<file path="config.mk">
export PLATFORM = sky130hd
export DESIGN_NAME = ppm16_stream_parser_flat
export DESIGN_NICKNAME = d
export VERILOG_FILES = /design/src/rtl/ppm16_pkg.sv /design/src/rtl/ppm16_if.sv /design/src/rtl/ppm16_core.sv /design/src/rtl/ppm16_out_fifo.sv /design/src/rtl/ppm16_stream_parser.sv /design/src/flat_wrapper.sv
export SDC_FILE = /design/constraint.sdc
export NUM_CORES = 1
export LEC_CHECK = 0
export BUFFER_PORTS_ARGS = -buffer_cell sky130_fd_sc_hd__buf_2
export CAP_MARGIN = 10
export CORE_MARGIN = 2
export CORE_UTILIZATION = 45
export CTS_CLUSTER_DIAMETER = 80
export DETAILED_ROUTE_END_ITERATION = 10
export PLACE_DENSITY = 0.63
export SLEW_MARGIN = 20
export SYNTH_ARGS = -nofsm -noshare
export SYNTH_HDL_FRONTEND = slang
export SYNTH_SLANG_ARGS = --single-unit
</file>
<file path="constraint.sdc">
create_clock -name clk -period 7.5 [get_ports clk]
set_clock_uncertainty 0.2 [all_clocks]
set_input_delay 1.125 -clock clk [delete_from_list [all_inputs] [get_ports clk]]
set_output_delay 1.125 -clock clk [all_outputs]
set_load 0.02 [all_outputs]
</file>
<file path="src/rtl/ppm16_pkg.sv">
// Package for the 16-bit PPM stream parser.
// Holds parse phase codes, character constants, result kinds and item types.
// No dependencies.
package ppm16_pkg;

  localparam int DIM_BITS = 16;
  localparam int ACC_W    = 17;
  localparam int COL_W    = 18;

  localparam logic [ACC_W-1:0] ACC_SAT = ACC_W'(65536);
  localparam logic [ACC_W-1:0] MAXVAL  = ACC_W'(65535);
  localparam logic [ACC_W-1:0] DIM_MAX = ACC_W'((1 << DIM_BITS) - 1);

  localparam logic [7:0] CH_P    = 8'h50;
  localparam logic [7:0] CH_SIX  = 8'h36;
  localparam logic [7:0] CH_HASH = 8'h23;
  localparam logic [7:0] CH_CR   = 8'd13;
  localparam logic [7:0] CH_LF   = 8'd10;
  localparam logic [7:0] CH_ZERO = 8'h30;
  localparam logic [7:0] CH_NINE = 8'h39;

  localparam logic [3:0] PH_P     = 4'd0;
  localparam logic [3:0] PH_SIX   = 4'd1;
  localparam logic [3:0] PH_SEP   = 4'd2;
  localparam logic [3:0] PH_WS_W  = 4'd3;
  localparam logic [3:0] PH_TOK_W = 4'd4;
  localparam logic [3:0] PH_WS_H  = 4'd5;
  localparam logic [3:0] PH_TOK_H = 4'd6;
  localparam logic [3:0] PH_WS_M  = 4'd7;
  localparam logic [3:0] PH_TOK_M = 4'd8;
  localparam logic [3:0] PH_DATA  = 4'd9;
  localparam logic [3:0] PH_IDLE  = 4'd10;

  localparam logic [1:0] KIND_HDR_OK  = 2'd0;
  localparam logic [1:0] KIND_SAMPLE  = 2'd1;
  localparam logic [1:0] KIND_HDR_BAD = 2'd2;
  localparam logic [1:0] KIND_SHORT   = 2'd3;

  localparam int FIFO_DEPTH = 4;
  localparam int FIFO_AW    = 2;
  localparam int FIFO_CW    = 3;

  typedef struct packed {
    logic       file_start;
    logic [7:0] data_byte;
    logic       file_end;
  } in_item_t;

  typedef struct packed {
    logic [1:0]  kind;
    logic [15:0] sample;
    logic [15:0] width;
    logic [15:0] height;
    logic        last_sample;
  } result_t;

  typedef struct packed {
    logic [1:0] count;
    result_t    r0;
    result_t    r1;
  } step_t;

endpackage

</file>
<file path="src/rtl/ppm16_if.sv">
// Handshake channels of the PPM stream parser: input byte items and result items.
// No dependencies.
interface ppm16_in_if;
  logic       valid;
  logic       ready;
  logic       file_start;
  logic [7:0] data_byte;
  logic       file_end;

  modport source (output valid, output file_start, output data_byte, output file_end,
                  input ready);
  modport sink (input valid, input file_start, input data_byte, input file_end,
                output ready);
endinterface

interface ppm16_out_if;
  logic        valid;
  logic        ready;
  logic [1:0]  kind;
  logic [15:0] sample;
  logic [15:0] width;
  logic [15:0] height;
  logic        last_sample;

  modport source (output valid, output kind, output sample, output width, output height,
                  output last_sample, input ready);
  modport sink (input valid, input kind, input sample, input width, input height,
                input last_sample, output ready);
endinterface

</file>
<file path="src/rtl/ppm16_core.sv">
// Parser state and per-byte step logic: header checks, number parsing, sample pairing.
// Depends on ppm16_pkg.
module ppm16_core import ppm16_pkg::*; (
  input  logic     clk,
  input  logic     rst,
  input  logic     accept,
  input  in_item_t item,
  output step_t    step
);

  logic [3:0]       phase, phase_next;
  logic             in_comment, in_comment_next;
  logic             digits_live, digits_live_next;
  logic [ACC_W-1:0] number_acc, number_acc_next;
  logic [15:0]      img_width, img_width_next;
  logic [15:0]      img_height, img_height_next;
  logic [COL_W-1:0] column_count, column_count_next;
  logic [15:0]      row_count, row_count_next;
  logic [7:0]       high_byte, high_byte_next;
  logic             byte_odd, byte_odd_next;

  logic [3:0]       cur_phase;
  logic             cur_comment, cur_live, cur_odd;
  logic [ACC_W-1:0] cur_acc;
  logic [15:0]      cur_w, cur_h, cur_row;
  logic [COL_W-1:0] cur_col;
  logic [7:0]       cur_high;

  logic [7:0]       b;
  logic             is_ws, is_digit, magic_ok, last;
  logic [3:0]       digit;
  logic [19:0]      acc10;
  logic [ACC_W-1:0] tok_acc, dim_src;
  logic [15:0]      dim_val;
  logic [COL_W-1:0] rowlen, col_inc;
  logic             first_set;
  result_t          first_r, none_r;

  always_comb begin
    cur_phase   = item.file_start ? PH_P : phase;
    cur_comment = item.file_start ? 1'b0 : in_comment;
    cur_live    = item.file_start ? 1'b0 : digits_live;
    cur_acc     = item.file_start ? '0 : number_acc;
    cur_w       = item.file_start ? '0 : img_width;
    cur_h       = item.file_start ? '0 : img_height;
    cur_col     = item.file_start ? '0 : column_count;
    cur_row     = item.file_start ? '0 : row_count;
    cur_high    = item.file_start ? '0 : high_byte;
    cur_odd     = item.file_start ? 1'b0 : byte_odd;

    b        = item.data_byte;
    is_ws    = b <= CH_HASH;
    is_digit = (b >= CH_ZERO) && (b <= CH_NINE);
    digit    = 4'(b - CH_ZERO);
    acc10    = {cur_acc, 3'b000} + {2'b00, cur_acc, 1'b0} + {16'd0, digit};
    tok_acc  = (acc10 > {3'b000, ACC_SAT}) ? ACC_SAT : acc10[ACC_W-1:0];
    dim_src  = cur_acc;
    dim_val  = (dim_src > DIM_MAX) ? 16'd0 : dim_src[15:0];
    rowlen   = {1'b0, cur_w, 1'b0} + {2'b00, cur_w};
    col_inc  = cur_col + COL_W'(1);
    last     = (col_inc == rowlen) && ({1'b0, cur_row} + 17'd1 == {1'b0, cur_h});
    magic_ok = 1'b0;

    phase_next        = cur_phase;
    in_comment_next   = cur_comment;
    digits_live_next  = cur_live;
    number_acc_next   = cur_acc;
    img_width_next    = cur_w;
    img_height_next   = cur_h;
    column_count_next = cur_col;
    row_count_next    = cur_row;
    high_byte_next    = cur_high;
    byte_odd_next     = cur_odd;

    none_r    = '0;
    first_r   = '0;
    first_set = 1'b0;

    unique case (cur_phase)
      PH_P, PH_SIX, PH_SEP: begin
        if (cur_phase == PH_P) begin
          magic_ok = b == CH_P;
        end else if (cur_phase == PH_SIX) begin
          magic_ok = b == CH_SIX;
        end else begin
          magic_ok = is_ws;
        end
        if (magic_ok) begin
          phase_next = cur_phase + 4'd1;
        end else begin
          first_set       = 1'b1;
          first_r.kind    = KIND_HDR_BAD;
          phase_next      = PH_IDLE;
        end
      end
      PH_WS_W, PH_WS_H, PH_WS_M: begin
        if (!is_ws && !cur_comment) begin
          phase_next       = cur_phase + 4'd1;
          digits_live_next = is_digit;
          number_acc_next  = is_digit ? ACC_W'(digit) : '0;
        end else if (b == CH_HASH) begin
          in_comment_next = 1'b1;
        end else if (b == CH_CR || b == CH_LF) begin
          in_comment_next = 1'b0;
        end
      end
      PH_TOK_W, PH_TOK_H, PH_TOK_M: begin
        if (!is_ws) begin
          if (cur_live && is_digit) begin
            number_acc_next = tok_acc;
          end else begin
            digits_live_next = 1'b0;
          end
        end else if (cur_phase == PH_TOK_M) begin
          first_set  = 1'b1;
          phase_next = PH_IDLE;
          if (cur_w == '0 || cur_h == '0 || cur_acc != MAXVAL || item.file_end) begin
            first_r.kind = KIND_HDR_BAD;
          end else begin
            first_r.kind      = KIND_HDR_OK;
            first_r.width     = cur_w;
            first_r.height    = cur_h;
            column_count_next = '0;
            row_count_next    = '0;
            byte_odd_next     = 1'b0;
            high_byte_next    = '0;
            phase_next        = PH_DATA;
          end
        end else begin
          if (cur_phase == PH_TOK_W) begin
            img_width_next = dim_val;
          end else begin
            img_height_next = dim_val;
          end
          phase_next      = cur_phase + 4'd1;
          in_comment_next = b == CH_HASH;
        end
      end
      PH_DATA: begin
        if (!cur_odd) begin
          high_byte_next = b;
          byte_odd_next  = 1'b1;
        end else begin
          first_set           = 1'b1;
          first_r.kind        = KIND_SAMPLE;
          first_r.sample      = {cur_high, b};
          first_r.last_sample = last;
          byte_odd_next       = 1'b0;
          if (last) begin
            phase_next = PH_IDLE;
          end else if (col_inc >= rowlen) begin
            column_count_next = '0;
            row_count_next    = cur_row + 16'd1;
          end else begin
            column_count_next = col_inc;
          end
        end
      end
      default: begin
        phase_next = PH_IDLE;
      end
    endcase

    step = '0;
    if (first_set) begin
      step.r0    = first_r;
      step.count = 2'd1;
    end
    if (item.file_end && phase_next != PH_IDLE) begin
      none_r.kind = (cur_phase == PH_DATA) ? KIND_SHORT : KIND_HDR_BAD;
      phase_next  = PH_IDLE;
      if (first_set) begin
        step.r1    = none_r;
        step.count = 2'd2;
      end else begin
        step.r0    = none_r;
        step.count = 2'd1;
      end
    end
    if (!accept) begin
      step.count = 2'd0;
    end
  end

  always_ff @(posedge clk) begin
    if (rst) begin
      phase        <= PH_P;
      in_comment   <= 1'b0;
      digits_live  <= 1'b0;
      number_acc   <= '0;
      img_width    <= '0;
      img_height   <= '0;
      column_count <= '0;
      row_count    <= '0;
      high_byte    <= '0;
      byte_odd     <= 1'b0;
    end else if (accept) begin
      phase        <= phase_next;
      in_comment   <= in_comment_next;
      digits_live  <= digits_live_next;
      number_acc   <= number_acc_next;
      img_width    <= img_width_next;
      img_height   <= img_height_next;
      column_count <= column_count_next;
      row_count    <= row_count_next;
      high_byte    <= high_byte_next;
      byte_odd     <= byte_odd_next;
    end
  end

endmodule

</file>
<file path="src/rtl/ppm16_out_fifo.sv">
// Result queue: takes up to two result items per cycle, delivers one per handshake.
// Depends on ppm16_pkg.
module ppm16_out_fifo import ppm16_pkg::*; (
  input  logic    clk,
  input  logic    rst,
  input  step_t   push,
  input  logic    pop,
  output logic    room,
  output logic    valid,
  output result_t head
);

  result_t            mem [FIFO_DEPTH];
  logic [FIFO_AW-1:0] wr_ptr, rd_ptr;
  logic [FIFO_CW-1:0] count;

  assign valid = count != '0;
  assign room  = count <= FIFO_CW'(FIFO_DEPTH - 2);
  assign head  = mem[rd_ptr];

  always_ff @(posedge clk) begin
    if (push.count != 2'd0) begin
      mem[wr_ptr] <= push.r0;
    end
    if (push.count == 2'd2) begin
      mem[wr_ptr + FIFO_AW'(1)] <= push.r1;
    end
  end

  always_ff @(posedge clk) begin
    if (rst) begin
      wr_ptr <= '0;
      rd_ptr <= '0;
      count  <= '0;
    end else begin
      wr_ptr <= wr_ptr + FIFO_AW'(push.count);
      if (pop) begin
        rd_ptr <= rd_ptr + FIFO_AW'(1);
      end
      count <= count + FIFO_CW'(push.count) - FIFO_CW'(pop);
    end
  end

endmodule

</file>
<file path="src/rtl/ppm16_stream_parser.sv">
// Top level of the 16-bit PPM (P6) stream parser.
// The per-byte step logic is combinational; a result item is written into the result queue as its byte is accepted.
// Throughput: one byte per cycle; the 4-entry result queue drops ready while it holds
// more than two items, so a stalled consumer stalls the byte stream.
// Reset: synchronous rst clears parser state and empties the result queue.
// Depends on ppm16_pkg, ppm16_if, ppm16_core and ppm16_out_fifo.
module ppm16_stream_parser import ppm16_pkg::*; (
  input logic        clk,
  input logic        rst,
  ppm16_in_if.sink   byte_stream,
  ppm16_out_if.source result
);

  in_item_t item;
  step_t    step;
  result_t  head;
  logic     accept, room, pop;

  assign item.file_start = byte_stream.file_start;
  assign item.data_byte  = byte_stream.data_byte;
  assign item.file_end   = byte_stream.file_end;

  assign byte_stream.ready = room;
  assign accept            = byte_stream.valid && room;
  assign pop               = result.valid && result.ready;

  ppm16_core u_core (
    .clk    (clk),
    .rst    (rst),
    .accept (accept),
    .item   (item),
    .step   (step)
  );

  ppm16_out_fifo u_fifo (
    .clk   (clk),
    .rst   (rst),
    .push  (step),
    .pop   (pop),
    .room  (room),
    .valid (result.valid),
    .head  (head)
  );

  assign result.kind        = head.kind;
  assign result.sample      = head.sample;
  assign result.width       = head.width;
  assign result.height      = head.height;
  assign result.last_sample = head.last_sample;

  a_push_needs_accept: assert property (@(posedge clk) disable iff (rst)
    step.count != 2'd0 |-> accept)
    else $error("result pushed without an accepted item");

  a_pair_is_sample_short: assert property (@(posedge clk) disable iff (rst)
    step.count == 2'd2 |-> step.r0.kind == KIND_SAMPLE && step.r1.kind == KIND_SHORT)
    else $error("two results from one item other than sample then short");

  a_nonsample_clean: assert property (@(posedge clk) disable iff (rst)
    result.valid && result.kind != KIND_SAMPLE |->
      result.sample == '0 && !result.last_sample)
    else $error("sample fields set on a non-sample item");

  a_header_dims: assert property (@(posedge clk) disable iff (rst)
    result.valid && result.kind == KIND_HDR_OK |-> result.width != '0 && result.height != '0)
    else $error("header accepted with zero dimension");

endmodule

</file>
<file path="src/flat_wrapper.sv">
// flat-port wrapper written by rule: the top's interface ports become plain ports
module ppm16_stream_parser_flat import ppm16_pkg::*;
  (clk, rst, byte_stream_valid, byte_stream_file_start, byte_stream_data_byte, byte_stream_file_end, byte_stream_ready, result_valid, result_kind, result_sample, result_width, result_height, result_last_sample, result_ready);
  ppm16_in_if byte_stream_i ();
  ppm16_out_if result_i ();
  input logic clk;
  input logic rst;
  input wire logic [$bits(byte_stream_i.valid)-1:0] byte_stream_valid;
  input wire logic [$bits(byte_stream_i.file_start)-1:0] byte_stream_file_start;
  input wire logic [$bits(byte_stream_i.data_byte)-1:0] byte_stream_data_byte;
  input wire logic [$bits(byte_stream_i.file_end)-1:0] byte_stream_file_end;
  output wire logic [$bits(byte_stream_i.ready)-1:0] byte_stream_ready;
  output wire logic [$bits(result_i.valid)-1:0] result_valid;
  output wire logic [$bits(result_i.kind)-1:0] result_kind;
  output wire logic [$bits(result_i.sample)-1:0] result_sample;
  output wire logic [$bits(result_i.width)-1:0] result_width;
  output wire logic [$bits(result_i.height)-1:0] result_height;
  output wire logic [$bits(result_i.last_sample)-1:0] result_last_sample;
  input wire logic [$bits(result_i.ready)-1:0] result_ready;
  assign byte_stream_i.valid = byte_stream_valid;
  assign byte_stream_i.file_start = byte_stream_file_start;
  assign byte_stream_i.data_byte = byte_stream_data_byte;
  assign byte_stream_i.file_end = byte_stream_file_end;
  assign byte_stream_ready = byte_stream_i.ready;
  assign result_valid = result_i.valid;
  assign result_kind = result_i.kind;
  assign result_sample = result_i.sample;
  assign result_width = result_i.width;
  assign result_height = result_i.height;
  assign result_last_sample = result_i.last_sample;
  assign result_i.ready = result_ready;
  ppm16_stream_parser u_core (.clk(clk), .rst(rst), .byte_stream(byte_stream_i), .result(result_i));
endmodule
</file>
==> impl_metrics.tcl <==
set metrics [dict create \
    yosys-top-cells-area "dfxtp_1, o21ai_0, nand2_1" \
    clk_pin_slew_ps 60 \
    core_mm2 0.0368 \
    ys_seq_area_share_pct 37.4 \
    fp.dieH_um 198 \
    critPathSlowestCell "nor3_1" \
    criticalPathCategory "in -> reg" \
    std_cell_rows 70 \
    port_buffers 66 \
    first_global_vias 14300 \
    yosysTopAreaCell "dfxtp_1" \
    cts_root_buf "clkbuf_16" \
    synth_edf_count 8 \
    yosysWarningCount 0 \
    grt_max_degree 72 \
    syn_nets 2072 \
    drive_gt1_share_pct 14.1 \
    postRouteWirelength_um 49900 \
    place_congestion 0.928 \
    fin_setup_tns_ps 0 \
    yosysTopAreaCellShare_pct 35.9 \
    min_period_ps 7010 \
    wl_per_cell_um 20.1 \
    period_share_pct 93.5 \
    synthFlopType "dfxtp_1" \
    final-max-slew-violation-count 0 \
    vias_per_cell 6.02 \
    vdd_drop_max_mv 0.147 \
    dieArea_mm2 0.0391 \
    required_ps 7670 \
    timing.final.hold_violations 0 \
    fill_cells 3434 \
    p_leak_uw 0.00717 \
    routed-via-count 15000 \
    antenna_cells 0 \
    htree_levels 2 \
    fmax_ghz 0.143 \
    syn_area_mm2 0.0169 \
    clock_latency_ps 530 \
    power_density_mw_per_mm2 229 \
    cts_buffers 36 \
    cp-start-kind "primary input" \
    tightest_slew_ps 979 \
    die_x_um 198 \
    drc 0 \
    area_growth_pct 12.5 \
    grt_pass1_wl_um 78500 \
    antenna_found_initial 3 \
    pin_count 67 \
    syn_inst 1979 \
    setup_viol 0 \
    maxCapViolations 0 \
    cts.sinks 311 \
    finalNetCount 2091 \
    postSynthRegisterBits 311 \
    syn-mean-instance-area_um2 8.53 \
    netlist-cell-type-count 107 \
    grt_usage_pct 25.2 \
    post-route-util_pct 51.6 \
    worstPathArrival_ps 7180 \
    first_pass_iters 5 \
    gr-total-overflow 0 \
    status "complete, no violations" \
    slew_headroom_pct 34.7 \
    dr.first_iter.drc_count 1000 \
    cp-end-kind "flop" \
    max_stage_delay_ps 710 \
    crit_fanout 18 \
    initial_core_util_pct 45.9 \
    dp_hpwl_um 34600 \
    clock_path_buffers 3 \
    synthArstFlopShare_pct 0 \
    antenna_left 0 \
    cts_tree "done" \
    cts_setup_buffers 0 \
    hold_class "reg -> reg" \
]
==> cell type report <==
cell class              instances  area [um^2]  area share, %
well taps                     468          586           3.08
multi-input cells            1493         9950           52.4
repair buffers                108          678           3.57
clock inverters                14          250           1.32
inverters                      48          180          0.949
flip-flops and latches        311         6310           33.2
clock buffers                  47         1030           5.45
==> metal layers <==
layer | up-vias | global-route usage [%] | wire length, um
met1 | 7183 | 33.5 | 21900
met4 | 0 | 8.97 | 1490
li1 | 7159 | - | -
met3 | 106 | 3.96 | 3360
met5 | - | 0 | 0
met2 | 534 | 41.5 | 23200
==> logic make-up after synthesis <==
logic type | after synthesis | share of synthesized area (%)
xor+xnor | 72 | 3.86
mux | 57 | 7.18
fa+ha+maj | 79 | 5.99
buf+inv | 177 | 4.22
compound gates | 557 | 20.9
simple gates | 726 | 20.5
flops | 311 | 37.4
==> per-stage QoR <==
stage	instances	hold slack, ps	setup slack (ps)	cell area [um^2]	total power [uW]
3_5_place_dp	2425	236	-109	17700	2480
4_1_cts	2486	250	408	18900	4350
2_1_floorplan	1979	220	30.7	16900	2240
6_report	2489	247	489	19000	4340
5_1_grt	2489	268	-3.61	19000	4500
3_3_place_gp	2425	228	37.7	17700	2480
==> power by group <==
group          switching [uW]  internal, uW  leakage (uW)
Clock                     703          1180      0.000620
Sequential               27.5          1690       0.00253
Combinational             509           230       0.00403
Total                    1240          3100       0.00717
==> cell usage after synthesis (19+ instances only) <==
master / n
inv_1: 47
nand2_1: 348
dfxtp_1: 303
ha_1: 76
o21ai_0: 266
nor2b_1: 40
nand4_1: 21
a22oi_1: 46
nor2_1: 129
xor2_1: 27
a211oi_1: 19
mux4_2: 51
clkbuf_1: 100
nand3_1: 35
xnor2_1: 43
nor3_1: 34
a21oi_1: 68
==> placed cells by master (no fill, tap or decap), types with 15 or more instances in the layout <==
cell / n
nand2_1: 348
dfxtp_1: 301
o21ai_0: 266
nor2_1: 124
ha_1: 76
a21oi_1: 68
buf_2: 66
mux4_2: 51
inv_1: 47
a22oi_1: 46
xnor2_1: 43
nor2b_1: 40
buf_4: 40
clkbuf_16: 38
nand3_1: 34
nor3_1: 33
xor2_1: 27
nand4_1: 21
a211oi_1: 19
a21o_1: 15
==> state kept, by name (all words and copies together) (netlist names), 2 cells and up, named ones only <==
signal,flops
u_core.u_core.high_byte,8
u_core.u_core.column_count,18
u_core.u_fifo.rd_ptr,2
u_core.u_core.number_acc,17
u_core.u_core.phase,4
u_core.u_core.img_height,16
u_core.u_core.row_count,16
u_core.u_fifo.count,3
u_core.u_fifo.mem,204
u_core.u_core.img_width,16
u_core.u_fifo.wr_ptr,2
==> worst paths after layout <==
check,slack [ps],cells after the start,startpoint,end
setup reg to reg,710,26,u_core.u_core.img_width[1],u_core.u_fifo.mem[2][23]
setup / recovery,490,29,byte_stream_file_start,u_core.u_fifo.mem[2][23]
hold / removal,250,2,u_core.u_fifo.mem[2][25],u_core.u_fifo.mem[2][25]
hold reg to reg,250,2,u_core.u_fifo.mem[2][25],u_core.u_fifo.mem[2][25]
==> what timing repair did <==
| action | in CTS | in global routing |
|---|---|---|
| setup endpoints to repair | 0 | 34 |
| hold buffers | 0 | 0 |
| gates resized for setup | 0 | 1 |
==> worst max-delay path, delay by kind of cell <==
family / cells / cell delay (ps)
XOR/XNOR: 1 / 160
adder cells (fa/ha/maj): 3 / 800
buffers and inverters: 5 / 760
AO/OA/AOI/OAI: 8 / 1300
AND/OR/NAND/NOR: 12 / 2990
No activity file was read; power rests on OpenSTA's default activity.
